<file path="src/rtl/sct_pkg.sv">
package sct_pkg;

    // Default sizes of the store and of the fields.
    localparam int unsigned DEF_MAX_ENTRIES = 256;
    localparam int unsigned DEF_INDEX_BITS  = 16;
    localparam int unsigned DEF_VALUE_BITS  = 64;

    // Command codes on the input channel.
    localparam logic CMD_LOAD  = 1'b0;
    localparam logic CMD_DRAIN = 1'b1;

    // Result status codes.
    typedef enum logic [1:0] {
        ST_OK         = 2'd0,
        ST_FULL       = 2'd1,
        ST_EMPTY      = 2'd2,
        ST_DRAIN_BUSY = 2'd3
    } t_status;

    // Per-cycle control broadcast to every cell of the chain.
    typedef struct packed {
        logic load;
        logic drain;
    } t_cell_ctrl;

endpackage

</file>
<file path="src/rtl/sct_cell.sv">
module sct_cell #(
    parameter int unsigned KEY_BITS   = 2 * sct_pkg::DEF_INDEX_BITS,
    parameter int unsigned VALUE_BITS = sct_pkg::DEF_VALUE_BITS
) (
    input  logic                  i_clk,
    input  sct_pkg::t_cell_ctrl   i_ctrl,
    input  logic                  i_occupied,
    input  logic                  i_left_greater,
    input  logic [KEY_BITS-1:0]   i_left_key,
    input  logic [VALUE_BITS-1:0] i_left_value,
    input  logic [KEY_BITS-1:0]   i_right_key,
    input  logic [VALUE_BITS-1:0] i_right_value,
    input  logic [KEY_BITS-1:0]   i_new_key,
    input  logic [VALUE_BITS-1:0] i_new_value,
    output logic [KEY_BITS-1:0]   o_key,
    output logic [VALUE_BITS-1:0] o_value,
    output logic                  o_greater
);
    import sct_pkg::*;

    logic [KEY_BITS-1:0]   r_key;
    logic [VALUE_BITS-1:0] r_value;
    logic [KEY_BITS-1:0]   n_key;
    logic [VALUE_BITS-1:0] n_value;

    // A stored key equal to the new one stays ahead of it, which keeps the order stable.
    assign o_greater = i_occupied && (r_key > i_new_key);

    always_comb begin
        n_key   = r_key;
        n_value = r_value;
        if (i_ctrl.drain) begin
            n_key   = i_right_key;
            n_value = i_right_value;
        end else if (i_ctrl.load) begin
            if (i_left_greater) begin
                n_key   = i_left_key;
                n_value = i_left_value;
            end else if (o_greater || !i_occupied) begin
                n_key   = i_new_key;
                n_value = i_new_value;
            end
        end
    end

    always_ff @(posedge i_clk) begin
        r_key   <= n_key;
        r_value <= n_value;
    end

    assign o_key   = r_key;
    assign o_value = r_value;

endmodule

</file>
<file path="config.mk">
export PLATFORM = sky130hd
export DESIGN_NAME = sct_cell
export DESIGN_NICKNAME = d
export VERILOG_FILES = /design/src/rtl/sct_pkg.sv /design/src/rtl/sct_cell.sv
export SDC_FILE = /design/constraint.sdc
export NUM_CORES = 1
export LEC_CHECK = 0
export ABC_AREA = 1
export BUFFER_PORTS_ARGS = -buffer_cell sky130_fd_sc_hd__buf_2
export CORE_AREA = 5 5 150 152
export CTS_CLUSTER_DIAMETER = 60
export DETAILED_ROUTE_END_ITERATION = 10
export DIE_AREA = 0 0 155 157
export GPL_TIMING_DRIVEN = 0
export PLACE_DENSITY = 0.6
export SYNTH_ARGS = -nofsm -noshare
export SYNTH_HDL_FRONTEND = slang
export SYNTH_SLANG_ARGS = --single-unit
export TNS_END_PERCENT = 1
</file>
<file path="constraint.sdc">
create_clock -name i_clk -period 4.7 [get_ports i_clk]
set_input_delay 0 -clock i_clk [delete_from_list [all_inputs] [get_ports i_clk]]
set_output_delay 0 -clock i_clk [all_outputs]
set_load 0.03 [all_outputs]
</file>
After elaboration in Yosys (flattened, before gate mapping)
Cells that the tools add are included.

cells by class
  magnitude comparators = 1
  muxes and demuxes = 8
  reduce and logical (&&, ||, !) cells = 6

operators by type and width
  kind                            number
  2-to-1 mux 64 bit               4
  2-to-1 mux 32 bit               4
  greater-than comparator 32 bit  1
  nonzero test 3 bit              1
  AND reduction 2 bit             1
  nonzero test 2 bit              1
  logical AND 1 bit               1
  zero test 1 bit                 1
  logical OR 1 bit                1

storage, ports and cells
  flip-flop bits (word level) = 96
  output and inout port bits = 97
  word-level logic and storage cells = 17

Logic depth before layout (Yosys ltp)
  word-level depth = 7
  gate-level depth with buffers = 15
  depth with buffers taken out = 15

Worst setup path before layout
OpenSTA, ideal clock, no wires.

  path kind = reg-to-reg
  start point = register r_key[31], in the netlist o_key[31]
  end point = register r_key[0], in the netlist o_key[0] (enable)
  library setup time = 0.488 ns
  arrival time = 4.162 ns
  data required time = 4.212 ns
  slack = 0.050 ns
  stages on the path, launching flop included = 10
  path buffers = 0
  clock period less this slack = 4.650 ns
  cells stage by stage = edfxtp_1 -> ha_1 -> nand2_1 -> nor2_2 -> nand2_2 -> nor2_2 -> nand2_1 -> nand2_1 -> nand2_2 -> a21oi_2

on the way
  word-level cells in the longest chain between the ends = 5

ends and longest elaborated chain
  item                            line            source
  start, declared                 sct_cell.sv:21  logic [KEY_BITS-1:0] r_key;
  start signal, assigned          sct_cell.sv:47  r_key <= n_key;
  greater-than comparator 32 bit  sct_cell.sv:27  assign o_greater = i_occupied && (r_key > i_new_key);
  logical AND 1 bit               sct_cell.sv:27
  logical OR 1 bit                sct_cell.sv:39  end else if (o_greater || !i_occupied) begin
  nonzero test 3 bit (no line)    -
  AND reduction 2 bit (no line)   -

Every way passes these cells.
A chain may end at the register's enable or synchronous reset.

Worst setup path in the final report
  start point = register r_key[15], in the netlist o_key[15]
  end point = register r_value[19], in the netlist o_value[19] (enable)

on the way
  word-level cells in the longest chain between the ends = 5

ends and longest elaborated chain
  item                            line            source
  greater-than comparator 32 bit  sct_cell.sv:27
  logical AND 1 bit               sct_cell.sv:27
  logical OR 1 bit                sct_cell.sv:39
  nonzero test 3 bit (no line)    -
  AND reduction 2 bit (no line)   -
  end signal, assigned            sct_cell.sv:48  r_value <= n_value;
  end, declared                   sct_cell.sv:22  logic [VALUE_BITS-1:0] r_value;

Every way passes these cells.

==> impl_metrics.toml <==
[outcome]
status = "finished, final reports clean"

[die]
die_h_um = 157
io_pins = 390
die_x_um = 155
start_util_pct = 27.7
die_area_um2 = 24300
std_cell_rows = 53
fp.coreArea_um2 = 20900

[clock_tree]
cts_num_sinks = 96
htree_levels = 3
cts_resized = 0
clkTransAtPathRegs_ps = 70
root_buffer = "clkbuf_16"
clockBufferDepth = 2
cts-buffers-inserted = 9
clkLatencyLatePin_ps = 350
cts_tree = "yes"

[sta]
period_needed_ps = 2990
worstMarginPinSlew_ps = 857
max_slew_margin_pct = 42.7
fin_crit_sh_pct = 63.7
finClkSkew_ps = 13.8
rsz0062_at_grt = "no"
setup_slack_ps = 1710
fmax_mhz = 334
hold_viol = 0
setup_violations = 0
whs_ps = 7.28
drv_slew = 0

[cells_and_area]
drive_above_1_share_pct = 39.7
nets = 1460
fin_util_pct = 44.6
area_growth_pct = 60.8

[global_route]
grt_use_total_pct = 19.3
grt_max_degree = 28
grt_pass1_vias = 6799
antenna_found_initial = 2
gr-total-overflow = 0
grt_first_pass_wirelength_um = 36500

[route]
drt_iter0_drc = 412
postRouteAntennaNets = 0
vias_per_cell = 4.68
wirelength_um = 25000
first_pass_iters = 5
drc = 0
wl_per_cell_um = 17.7
num_vias = 6629

[setup_path]
required_ps = 4750
path_class = "flop to flop"
cpPeakStageDelay_ps = 690
path_cells = "ha_1 > nand2_1 > nor2_2 > nand2_1 > clkinv_1 > nand2_1 > nand2_1 > nand2_1 > nand2_1 > nand2_2 > a21oi_4 > buf_12 > buf_12"
crit_fanout = 27
start_kind = "flop"
endpoint_kind = "flop"
r2r_start = "o_key[15]"
critical_path.most_common_cell = "nand2_1"
slowest_stage = "a21oi_4"
worstPathArrival_ps = 3040
worstSetupStartpoint = "o_key[15]"

[placement]
gp_congestion = 0.886
port_buffers = 387
pre_cts_slack_ps = 1700
dpl.hpwl_um = 19200

[synthesis]
synthTopCellsByCount = "a21oi_1 (147), nand2_1 (132), edfxtp_1 (96)"
synth-async-reset-ratio_pct = 0
synth_area_um2 = 5790
yosysWarnings = 0
yosysUniqueCellTypes = 26
seq_area_frac_synth_pct = 49.8
synth_edf_count = 96
synth_area_leaders = "edfxtp_1 (50%), a21oi_1 (13%), nand2_1 (8.6%), ha_1 (6.9%), nor2_1 (5.0%)"
ys_seq_elements = 96
synth_most_common_cell = "a21oi_1"
synth_top_area_share_pct = 49.8
synth.largest_area_cell = "edfxtp_1"
syn_avg_cell_area_um2 = 8.99
synth_ff_type = "edfxtp_1"
syn_nets = 969
netlist_instances = 644

[flow_run]
max_cap_violations = 0

[power]
p_leak_nw = 4.43
ir_drop_uv = 202
power.total_mw = 2.61
p_per_area_nw_per_um2 = 280

[min_path]
hp-start = "i_right_value[45]"
hold_class = "input pin to flop"
## report_power, final
| part | internal (mW) | leakage (nW) | switching, mW |
|---|---|---|---|
| combinational | 0.326 | 3.35 | 0.488 |
| sequential | 1.05 | 0.958 | 0.0307 |
| clock | 0.362 | 0.129 | 0.349 |
| total | 1.74 | 4.43 | 0.868 |
## per-stage QoR
| step | std cells | area (µm²) | TNS [ps] |
|---|---|---|---|
| 4_1_cts | 1415 | 9310 | 0 |
| 5_1_grt | 1416 | 9310 | 0 |
| 2_1_floorplan | 644 | 5790 | 0 |
| 3_5_place_dp | 1309 | 8140 | 0 |
| 6_report | 1416 | 9310 | 0 |
| 3_3_place_gp | 1306 | 8070 | -135360 |
## routing by layer
layer / vias up / GRT usage [%] / share of wire, %
met5: - / 0 / 0.052
met4: 2 / 8.07 / 3.3
met3: 56 / 4.59 / 7.8
met2: 310 / 34.0 / 50
met1: 3035 / 22.5 / 39
li1: 3226 / - / -
## placed cells by master (no fill, tap or decap), types with 11 or more instances in the layout
cell,count
buf_2,405
a21oi_1,147
nand2_1,132
edfxtp_1,96
dlygate4sd3_1,90
nor2_1,77
inv_1,39
ha_1,32
o21a_1,30
o211ai_1,29
buf_4,11
## layout make-up
cell class / count / area, µm²
multi-input combinational: 463 / 2480
clock buffer: 10 / 229
antenna: 1 / 2.50
timing repair buffer: 480 / 2900
fill: 2105 / 11600
buffer: 42 / 274
sequential: 96 / 2880
inverter: 43 / 161
clock inverter: 6 / 42.5
tap: 275 / 344
## cell families after synthesis
group	Yosys count	synth area share, %
compound gates	210	20.8
fa+ha+maj	32	6.91
buf+inv	85	7.52
flops	96	49.8
simple gates	221	15.0
## flip-flops by register name, indices dropped and copies added, names as in the netlist
signal and flops:
o_value 64, o_key 32
## final timing paths
check                              endpoint  slack (ps)  cells after the start
worst min register to register  o_value[62]        1330                      6
worst min-delay path            o_value[45]           7                      3
worst max-delay path            o_value[19]        1710                     13
worst max register to register  o_value[19]        1710                     13
## repair_timing
item	in CTS	in global routing
setup endpoints to repair	0	0
endpoints found under the hold margin	70	0
setup buffers	0	0
hold buffers	90	0
## critical path: cells and delay by family, from the launching register on
| kind | cells | cell delay [ps] |
|---|---|---|
| flops | 1 | 410 |
| simple gates | 8 | 670 |
| compound gates | 1 | 690 |
| fa+ha+maj | 1 | 310 |
| buf+inv | 3 | 550 |
Note: power is estimated with default switching activity, not from simulation.
